==> config.mk <==
export PLATFORM = sky130hd
export DESIGN_NAME = fmtd_cell
export DESIGN_NICKNAME = d
export VERILOG_FILES = /design/src/sv/format_duration_text_assert.svh /design/src/sv/fmtd_pkg.sv /design/src/sv/fmtd_cell.sv
export SDC_FILE = /design/constraint.sdc
export NUM_CORES = 1
export LEC_CHECK = 0
export ABC_AREA = 0
export BUFFER_PORTS_ARGS = -buffer_cell sky130_fd_sc_hd__buf_2
export CAP_MARGIN = 20
export CORE_UTILIZATION = 54
export CTS_BUF_LIST = sky130_fd_sc_hd__clkbuf_4 sky130_fd_sc_hd__clkbuf_8
export DETAILED_ROUTE_END_ITERATION = 12
export HOLD_SLACK_MARGIN = 0.15
export PLACE_DENSITY_LB_ADDON = 0.25
export SYNTH_ARGS = -nofsm -noshare
export SYNTH_HDL_FRONTEND = slang
export SYNTH_SLANG_ARGS = --single-unit
==> constraint.sdc <==
create_clock -name clk -period 2.5 [get_ports clk]
set_input_delay 0.125 -clock clk [delete_from_list [all_inputs] [get_ports clk]]
set_output_delay 0.125 -clock clk [all_outputs]
set_load 0.01 [all_outputs]
==> src/sv/format_duration_text_assert.svh <==
// ------------------------------------------------------------------
// assertion macros for the duration text formatter
// ------------------------------------------------------------------
`ifndef FORMAT_DURATION_TEXT_ASSERT_SVH
`define FORMAT_DURATION_TEXT_ASSERT_SVH
`ifndef ASSERT_OFF
`define FDT_ASSERT(label, clk, rst_n, prop, msg) \
	label: assert property (@(posedge clk) disable iff (!rst_n) prop) else $error(msg);
`define FDT_NEVER(label, clk, rst_n, cond, msg) \
	label: assert property (@(posedge clk) disable iff (!rst_n) !(cond)) else $error(msg);
`else
`define FDT_ASSERT(label, clk, rst_n, prop, msg)
`define FDT_NEVER(label, clk, rst_n, cond, msg)
`endif
`endif

==> src/sv/fmtd_pkg.sv <==
// ------------------------------------------------------------------
// fmtd_pkg
// shared types, constants and the character slot table
// ------------------------------------------------------------------
package fmtd_pkg;

	localparam int MAG_W = 63;
	localparam int NDIG = 20;
	localparam int DIG_W = NDIG * 4;
	localparam int NCELL = MAG_W;
	localparam int SLOT_W = 5;

	localparam logic [6:0] CH_MINUS = 7'h2d;
	localparam logic [6:0] CH_COLON = 7'h3a;
	localparam logic [6:0] CH_DOT = 7'h2e;
	localparam logic [6:0] CH_UNDER = 7'h5f;
	localparam logic [6:0] CH_ZERO = 7'h30;

	// template slots
	localparam logic [SLOT_W-1:0] SL_MINUS = 5'd0;
	localparam logic [SLOT_W-1:0] SL_SEC_END = 5'd13;
	localparam logic [SLOT_W-1:0] SL_MS_END = 5'd17;
	localparam logic [SLOT_W-1:0] SL_US_END = 5'd21;
	localparam logic [SLOT_W-1:0] SL_NS_END = 5'd25;

	typedef struct packed {
		logic valid;
		logic miss;
		logic neg;
		logic [MAG_W-1:0] mag;
		logic [DIG_W-1:0] dig;
	} fmtd_cell_t;

	// half the radix of each mixed-radix digit: tens of minutes and seconds are base 6
	function automatic logic [3:0] half_radix(input int j);
		half_radix = (j == 10 || j == 12) ? 4'd3 : 4'd5;
	endfunction

	function automatic logic [6:0] digit_char(input logic [DIG_W-1:0] dig, input int j);
		digit_char = CH_ZERO + {3'b000, dig[j*4 +: 4]};
	endfunction

	// digit order low to high: ns, us, ms (3 each), s0, s1, m0, m1, h0..h6
	function automatic logic [6:0] slot_char(input logic [SLOT_W-1:0] t,
			input logic [DIG_W-1:0] dig);
		logic [6:0] c;
		c = CH_ZERO;
		case (t)
			5'd0: c = CH_MINUS;
			5'd1: c = digit_char(dig, 19);
			5'd2: c = digit_char(dig, 18);
			5'd3: c = digit_char(dig, 17);
			5'd4: c = digit_char(dig, 16);
			5'd5: c = digit_char(dig, 15);
			5'd6: c = digit_char(dig, 14);
			5'd7: c = digit_char(dig, 13);
			5'd8: c = CH_COLON;
			5'd9: c = digit_char(dig, 12);
			5'd10: c = digit_char(dig, 11);
			5'd11: c = CH_COLON;
			5'd12: c = digit_char(dig, 10);
			5'd13: c = digit_char(dig, 9);
			5'd14: c = CH_DOT;
			5'd15: c = digit_char(dig, 8);
			5'd16: c = digit_char(dig, 7);
			5'd17: c = digit_char(dig, 6);
			5'd18: c = CH_UNDER;
			5'd19: c = digit_char(dig, 5);
			5'd20: c = digit_char(dig, 4);
			5'd21: c = digit_char(dig, 3);
			5'd22: c = CH_UNDER;
			5'd23: c = digit_char(dig, 2);
			5'd24: c = digit_char(dig, 1);
			5'd25: c = digit_char(dig, 0);
			default: c = CH_ZERO;
		endcase
		return c;
	endfunction

endpackage

==> src/sv/fmtd_cell.sv <==
// ------------------------------------------------------------------
// fmtd_cell
// one doubling step of the mixed-radix conversion, one magnitude bit in
// ------------------------------------------------------------------
module fmtd_cell (
	input  logic clk,
	input  logic arst_n,
	input  logic en,
	input  fmtd_pkg::fmtd_cell_t d,
	output fmtd_pkg::fmtd_cell_t q
);

	logic [fmtd_pkg::NDIG-1:0] carry;
	logic [fmtd_pkg::DIG_W-1:0] dig_nx;

	// carry out of each digit depends on that digit alone, so no ripple
	always_comb begin
		logic [3:0] h;
		logic [3:0] v;
		logic [3:0] r;
		logic cin;
		dig_nx = '0;
		for (int j = 0; j < fmtd_pkg::NDIG; j++) begin
			h = fmtd_pkg::half_radix(j);
			v = d.dig[j*4 +: 4];
			carry[j] = (v >= h);
			cin = (j == 0) ? d.mag[fmtd_pkg::MAG_W-1] : carry[(j == 0) ? 0 : j-1];
			r = carry[j] ? (v - h) : v;
			dig_nx[j*4 +: 4] = {r[2:0], cin};
		end
	end

	always_ff @(posedge clk or negedge arst_n) begin
		if (!arst_n) begin
			q <= '0;
		end else if (en) begin
			q.valid <= d.valid;
			q.miss <= d.miss;
			q.neg <= d.neg;
			q.mag <= {d.mag[fmtd_pkg::MAG_W-2:0], 1'b0};
			q.dig <= dig_nx;
		end
	end

endmodule

* Yosys cells after proc, flatten, opt, wreduce, memory -nomap -nowiden
Cells that the tools add are included.
W data, S select, Z words.
** Storage, ports and cells
- Flip-flop bits (word level) :: 145
- Input port bits :: 149
- Output and inout bits :: 146
- Logic and storage cells :: 65
** Cells by class
- Add/sub/neg operators :: 20
- Order comparisons :: 20
- Multiplexer cells :: 20
** Operators with widths (number)
- $ge A4 B3 Y1 const B :: 18
- $mux W3 :: 20
- $sub A3 B3 Y3 const B :: 18
- $ge A4 B2 Y1 const B :: 2
- $sub A3 B2 Y3 const B :: 2

* Longest topological paths before layout
Gate-level depths: netlist (run 1).
- Depth after elaboration :: 2
- Gate-level depth with buffers :: 6
- Depth with buffers taken out :: 5

* Worst setup path after synthesis (run 1)
OpenSTA, ideal clock, no wires.
- Path kind :: input-to-reg
- Start point :: input d[44] (netlist bit)
- End point :: register q[46] (netlist bit)
- Setup time :: 0.104 ns
- Arrival :: 1.106 ns
- Required time :: 2.396 ns
- Slack :: 1.290 ns
- Cell stages on the path :: 5
- Path buffers :: 0
- Cells stage by stage :: inv_1 ha_1 or2b_1 a2111o_1 o311ai_1
** On the way
- Longest elaborated chain between the ends :: 2
- Elaborated cells on any way between the ends :: 3
- Those cells by class :: add/sub: 1; order compare: 1; mux: 1
** RTL lines
- start, declared :: RTL line fmtd_cell.sv:9 : input fmtd_pkg::fmtd_cell_t d,
- $ge A4 B3 Y1 or $sub A3 B3 Y3 (tied branches) :: RTL line fmtd_cell.sv:26, fmtd_cell.sv:28
- $mux W3 * :: RTL line fmtd_cell.sv:28 : r = carry[j] ? (v - h) : v;
- end, declared :: RTL line fmtd_cell.sv:10 : output fmtd_pkg::fmtd_cell_t q
Mark *: on every way between the ends. The rest lies on a longest branch, timed or not.
A chain may end at the register's enable or synchronous reset.

* Final worst setup path (run 1)
- Start point :: input d[40] (netlist bit)
- End point :: register q[42] (netlist bit)
** On the way
- Longest elaborated chain between the ends :: 2
- Elaborated cells on any way between the ends :: 3
- Those cells by class :: add/sub: 1; order compare: 1; mux: 1
** RTL lines (RTL line)
- $ge A4 B2 Y1 or $sub A3 B2 Y3 (tied branches) :: fmtd_cell.sv:26, fmtd_cell.sv:28
- $mux W3 * :: fmtd_cell.sv:28
Marked as above.

==> results of run 1 <==
[synth_stat cells (18+ instances only)]
| library cell | number | area (um^2) |
|---|---|---|
| dfrtp_1 | 145 | 3630 |
| mux2_2 | 84 | 946 |
| a21oi_1 | 46 | 230 |
| nor2_1 | 42 | 158 |
| ha_1 | 38 | 475 |
| inv_1 | 36 | 135 |
| buf_2 | 21 | 105 |
| nor3b_1 | 20 | 150 |
| a2111o_1 | 19 | 214 |
| a31oi_1 | 18 | 113 |
| nand3_1 | 18 | 90.1 |
| nand4_1 | 18 | 113 |
| nor2b_1 | 18 | 113 |
[cell families after synthesis]
logic type	synth area share
flip-flops	0.505
AND/OR/NAND/NOR	0.106
AO/OA/AOI/OAI	0.141
multiplexers	0.134
buffers and inverters	0.0439
adder cells (fa/ha/maj)	0.0662
XOR/XNOR	0.00244
other	0.000522
[layout make-up]
type / count / area [um^2] / area share
Sequential cell: 145 / 3630 / 0.332
Timing Repair Buffer: 476 / 3340 / 0.305
Multi-Input combinational cell: 399 / 3250 / 0.298
Clock buffer: 23 / 298 / 0.0272
Tap cell: 172 / 215 / 0.0197
Inverter: 37 / 139 / 0.0127
Clock inverter: 7 / 60.1 / 0.00549
Antenna cell: 1 / 2.50 / 0.000229
[worst max-delay path: cells and delay by family]
kind	cells	cell delay (ns)
adder cells (fa/ha/maj)	1	0.24
buffers and inverters	4	1.94
multiplexers	1	0.20
AND/OR/NAND/NOR	1	0.17
AO/OA/AOI/OAI	1	0.07
[metal layers]
metal	track usage	wire (um)	up-vias
li1	-	-	3188
met1	0.372	8470	3521
met2	0.641	12700	366
met3	0.0963	1720	97
met4	0.200	1260	0
met5	0	0	-
[worst max path at each step]
stage | slack [ns] | endpoint | depth (start not counted) | startpoint
floorplan | 1.29 | q[46] | 5 | d[44]
global placement | 1.14 | q[46] | 6 | d[44]
detailed placement | 1.02 | q[74] | 6 | d[72]
CTS | 0.08 | q[22] | 9 | d[21]
global route | 0.03 | q[42] | 8 | d[40]
finish | 0.05 | q[42] | 8 | d[40]
[repair_timing]
| action | 4_1_cts | 5_1_grt |
|---|---|---|
| hold buffers | 179 | 0 |
| endpoints found under the setup margin | 0 | 1 |
| resized for setup | 0 | 2 |
| buffers inserted | 0 | 0 |
| hold endpoints to repair | 243 | 0 |
[metrics by stage]
stage	utilization	hold slack (ns)	cells
floorplan	-	-0.171	611
global placement	0.687	0.142	1051
detailed placement	0.687	0.143	1051
CTS	0.855	0.152	1260
global route	0.856	0.196	1260
finish	0.856	0.184	1260
[power groups by stage]
stage	Combinational, mW	Clock [mW]	Sequential, mW
finish	1.60	1.74	2.76
global route	1.71	1.85	2.79
CTS	1.52	1.73	2.74
detailed placement	1.21	0	2.78
global placement	1.16	0	2.76
floorplan	0.486	0	2.90
==> flow_summary.json, run 1 <==
{
  "fin_nets": 1263,
  "synth_top_flop_cell": "dfrtp_1",
  "synthToLayoutAreaGrowth_pct": 52.2,
  "ys_types": 29,
  "p_sw_frac": 0.294,
  "vias": 7172,
  "dpl_cell_area_um2": 8780,
  "nFillCells": 654,
  "min_to": "q[38]",
  "grt_pass1_vias": 7795,
  "fmax_mhz": 408,
  "port_buffers": 293,
  "hp-start": "d[36]",
  "cpMaxStageDelayCell": "dlygate4sd3_1",
  "irDropWorstVdd_mv": 0.484,
  "antenna_found_initial": 1,
  "synth-edff-count": 0,
  "crit_type": "input pin to flop",
  "regToRegStartpoint": "q[77]",
  "detail-route-antenna-nets": 0,
  "crit_top_cell": "dlygate4sd3_1",
  "seqPwrFrac": 0.453,
  "critical_path_peak_fanout": 3,
  "hold_violations": 0,
  "cp_data_arrival_time_ns": 2.76,
  "syn_inst": 611,
  "cap_viol_max_count": 0,
  "ys_seq_area_frac": 0.505,
  "slew_violations": 0,
  "die_h_um": 117,
  "cp_data_required_time_ns": 2.81,
  "ios": 295,
  "yosys_warnings": 0,
  "track_usage": 0.356,
  "finalSetupViolCount": 0,
  "tightest_slew_ns": 0.836,
  "gp_routability_congestion": 0.878,
  "endpoint_kind": "flop",
  "final.min_clock_period_ns": 2.45,
  "synth_area_um2": 7180,
  "top_regs": "q x145",
  "place_ws_ns": 1.02,
  "drc_errors": 0,
  "largest_reg_flops": 145,
  "grt_pass1_wl_um": 38600,
  "drive_gt1_frac": 0.386,
  "rows": 41,
  "cts_sinks": 145,
  "drtIter0Drc": 450,
  "whs_path_depth": 4,
  "clockBufferDepth": 2,
  "grt_max_degree": 118,
  "htree_levels": 4,
  "start_kind": "input pin",
  "grt-ovfl-total": 0,
  "critPathMaxStageDelay_ns": 0.66,
  "regToRegSetupSlack_ns": 0.39,
  "largest_register": "q",
  "insertion_delay_ns": 0.45,
  "vias_per_cell": 5.69,
  "worst_slack_ns": 0.0477,
  "initial_core_util": 0.562,
  "numCtsBuffers": 17,
  "rsz0062_at_grt": "no",
  "leakage_nw": 5.10,
  "synth_nets": 798,
  "min_path_type": "input pin to flop",
  "drt-total-wl_um": 24200,
  "fp.dieW_um": 117,
  "status": "finished, final reports clean",
  "clk_pin_slew_ns": 0.07,
  "first_pass_iters": 5,
  "ys_async_sr_fraction": 1.00,
  "fin_tns_setup_ns": 0,
  "p_int_mw": 4.30,
  "p_per_area_nw_per_um2": 557,
  "p_total_mw": 6.09,
  "die-area_um2": 13800,
  "rr_endpoint": "q[77]",
  "final_area_um2": 10900,
  "synth_area_per_cell_um2": 11.8,
  "path_cells": "dlygate4sd3_1, buf_2, ha_1, nor3_2, dlygate4sd3_1, mux2i_1, dlygate4sd3_1, a21oi_1",
  "tritoncts": "done",
  "wl_per_cell_um": 19.2,
  "dp_hpwl_um": 13100,
  "coreArea_um2": 12800,
  "ys_seq_elements": 145,
  "rr_worst_depth": 5,
  "combinationalPowerShare": 0.262,
  "clkPwrFrac": 0.285,
  "mostFrequentLayoutCells": "291 x buf_2, 178 x dlygate4sd3_1, 145 x dfrtp_1, 84 x mux2_2, 46 x a21oi_1",
  "cts_root_buffer": "clkbuf_8",
  "max_slew_margin": 0.442,
  "layout_commonest_cell": "buf_2",
  "p_sw_mw": 1.79,
  "finalClockSkew_ns": 0,
  "post-route-period-util": 0.981
}
(Power assumes the default switching activity.)
==> run 2: changes to the inputs <==
- CORE_UTILIZATION: 54 -> 45
- clock period: 2.5 -> 2.1 ns (I/O delays scaled with it)
==> flow_summary.json, run 2 (synthesis results as in run 1) <==
{
  "p_total_mw": 7.41,
  "fin_nets": 1262,
  "cts_root_buffer": "clkbuf_8",
  "rows": 45,
  "combinationalPowerShare": 0.245,
  "track_usage": 0.254,
  "first_pass_iters": 4,
  "gp_routability_congestion": 0.802,
  "p_per_area_nw_per_um2": 671,
  "die-area_um2": 16500,
  "dp_hpwl_um": 12100,
  "slew_violations": 0,
  "multiInputGateArea_um2": 3240,
  "grt_max_degree": 101,
  "initial_core_util": 0.467,
  "port_buffers": 293,
  "p_int_mw": 5.28,
  "tritoncts": "done",
  "cp_data_arrival_time_ns": 2.35,
  "regToRegSetupSlack_ns": 0.08,
  "rr_worst_depth": 5,
  "post-route-period-util": 0.961,
  "synthToLayoutAreaGrowth_pct": 53.7,
  "fin_util": 0.718,
  "final.min_clock_period_ns": 2.02,
  "irDropWorstVdd_mv": 0.493,
  "grt_pass1_vias": 6919,
  "leakage_nw": 5.12,
  "whs_ns": 0.233,
  "cp_data_required_time_ns": 2.44,
  "layoutNonFillerInstCount": 1301,
  "layout_commonest_cell": "buf_2",
  "rsz0062_at_grt": "no",
  "grt-ovfl-total": 0,
  "crit_type": "flop to flop",
  "htree_levels": 4,
  "insertion_delay_ns": 0.45,
  "nFillCells": 1128,
  "regToRegStartpoint": "q[1]",
  "seqCellArea_um2": 3630,
  "clk_pin_slew_ns": 0.09,
  "tightest_slew_ns": 0.792,
  "antenna_found_initial": 1,
  "largest_reg_flops": 145,
  "critical_path_peak_fanout": 2,
  "numCtsBuffers": 17,
  "drtIter0Drc": 298,
  "mostFrequentLayoutCells": "291 x buf_2, 176 x dlygate4sd3_1, 145 x dfrtp_1, 84 x mux2_2, 46 x a21oi_1",
  "fin_tns_setup_ns": 0,
  "ios": 295,
  "vias_per_cell": 5.13,
  "finalSetupViolCount": 0,
  "status": "finished, final reports clean",
  "hold_violations": 0,
  "p_sw_frac": 0.287,
  "detail-route-antenna-nets": 0,
  "largest_register": "q",
  "start_kind": "flop",
  "seqPwrFrac": 0.440,
  "drt-total-wl_um": 20300,
  "clockBufferDepth": 2,
  "placed_cells": 1090,
  "cts_sinks": 145,
  "die_h_um": 128,
  "drive_gt1_frac": 0.388,
  "wl_per_cell_um": 15.6,
  "fmax_mhz": 496,
  "grt_pass1_wl_um": 32700,
  "drc_errors": 0,
  "top_regs": "q x145",
  "fp.dieW_um": 128,
  "vias": 6673,
  "max_slew_margin": 0.472,
  "cap_viol_max_count": 0,
  "postCtsSetupBuffers": 0,
  "rr_endpoint": "q[1]",
  "finalClockSkew_ns": 0,
  "clkPwrFrac": 0.315,
  "coreArea_um2": 15400,
  "min_path_type": "input pin to asynchronous set/reset pin",
  "endpoint_kind": "flop",
  "p_sw_mw": 2.12
}
run 2: cell count changes in the layout (fill, tap and decap cells not counted), moves of 2 or more:
cell           change
clkinv_2           -4
clkbuf_8           -3
clkinvlp_4         +3
buf_12             +2
bufinv_16          +2
clkinv_4           +2
dlygate4sd3_1      -2
inv_6              +2
run 2: how the worst max path moves through the flow:
stage	end	slack [ns]	cells past startpoint	startpoint
2_1_floorplan	q[46]	0.91	5	d[44]
3_3_place_gp	q[34]	0.59	4	en
3_5_place_dp	q[78]	0.52	4	en
4_1_cts	q[46]	0.13	6	en
5_1_grt	q[73]	0.008	5	q[73]
6_report	q[1]	0.08	5	q[1]
run 2: per-layer routing:
layer | track usage | up-vias | share of wire
met5 | 0 | - | 0
met4 | 0.126 | 0 | 0.032
met2 | 0.459 | 239 | 0.51
met1 | 0.281 | 3186 | 0.39
met3 | 0.0570 | 49 | 0.062
li1 | - | 3199 | -
run 2: what timing repair did:
item                                   CTS  global route
resized for setup                        0             1
hold buffers                           178             0
endpoints found under the hold margin  290             0
setup endpoints to repair                0             2
run 2: area by class of cell:
type | instances | share of cell area
Clock inverter | 12 | 0.0143
Multi-Input combinational cell | 399 | 0.294
Sequential cell | 145 | 0.329
Antenna cell | 2 | 0.000453
Inverter | 37 | 0.0126
Clock buffer | 20 | 0.0232
Timing Repair Buffer | 475 | 0.303
Tap cell | 211 | 0.0239
run 2: worst max-delay path, cell delays in order (launching register included):
cell and delay (ns):
dfrtp_1 0.39, nor2b_1 0.14, a31oi_1 0.14, dlygate4sd3_1 0.57
nand3_1 0.09, dlygate4sd3_1 0.56
run 2: stage by stage:
| step | worst slack (ns) | area [um^2] |
|---|---|---|
| after floorplan | 0.910 | 7180 |
| after global placement | 0.589 | 8840 |
| after detailed placement | 0.524 | 8840 |
| after CTS | 0.131 | 11000 |
| after global routing | 0.00752 | 11000 |
| final | 0.0824 | 11000 |
run 2: power groups by stage:
stage	registers [mW]	logic (mW)	clock network, mW
2_1_floorplan	3.46	0.579	0
3_3_place_gp	3.29	1.41	0
3_5_place_dp	3.30	1.43	0
4_1_cts	3.26	1.79	2.38
5_1_grt	3.30	1.97	2.51
6_report	3.26	1.81	2.34
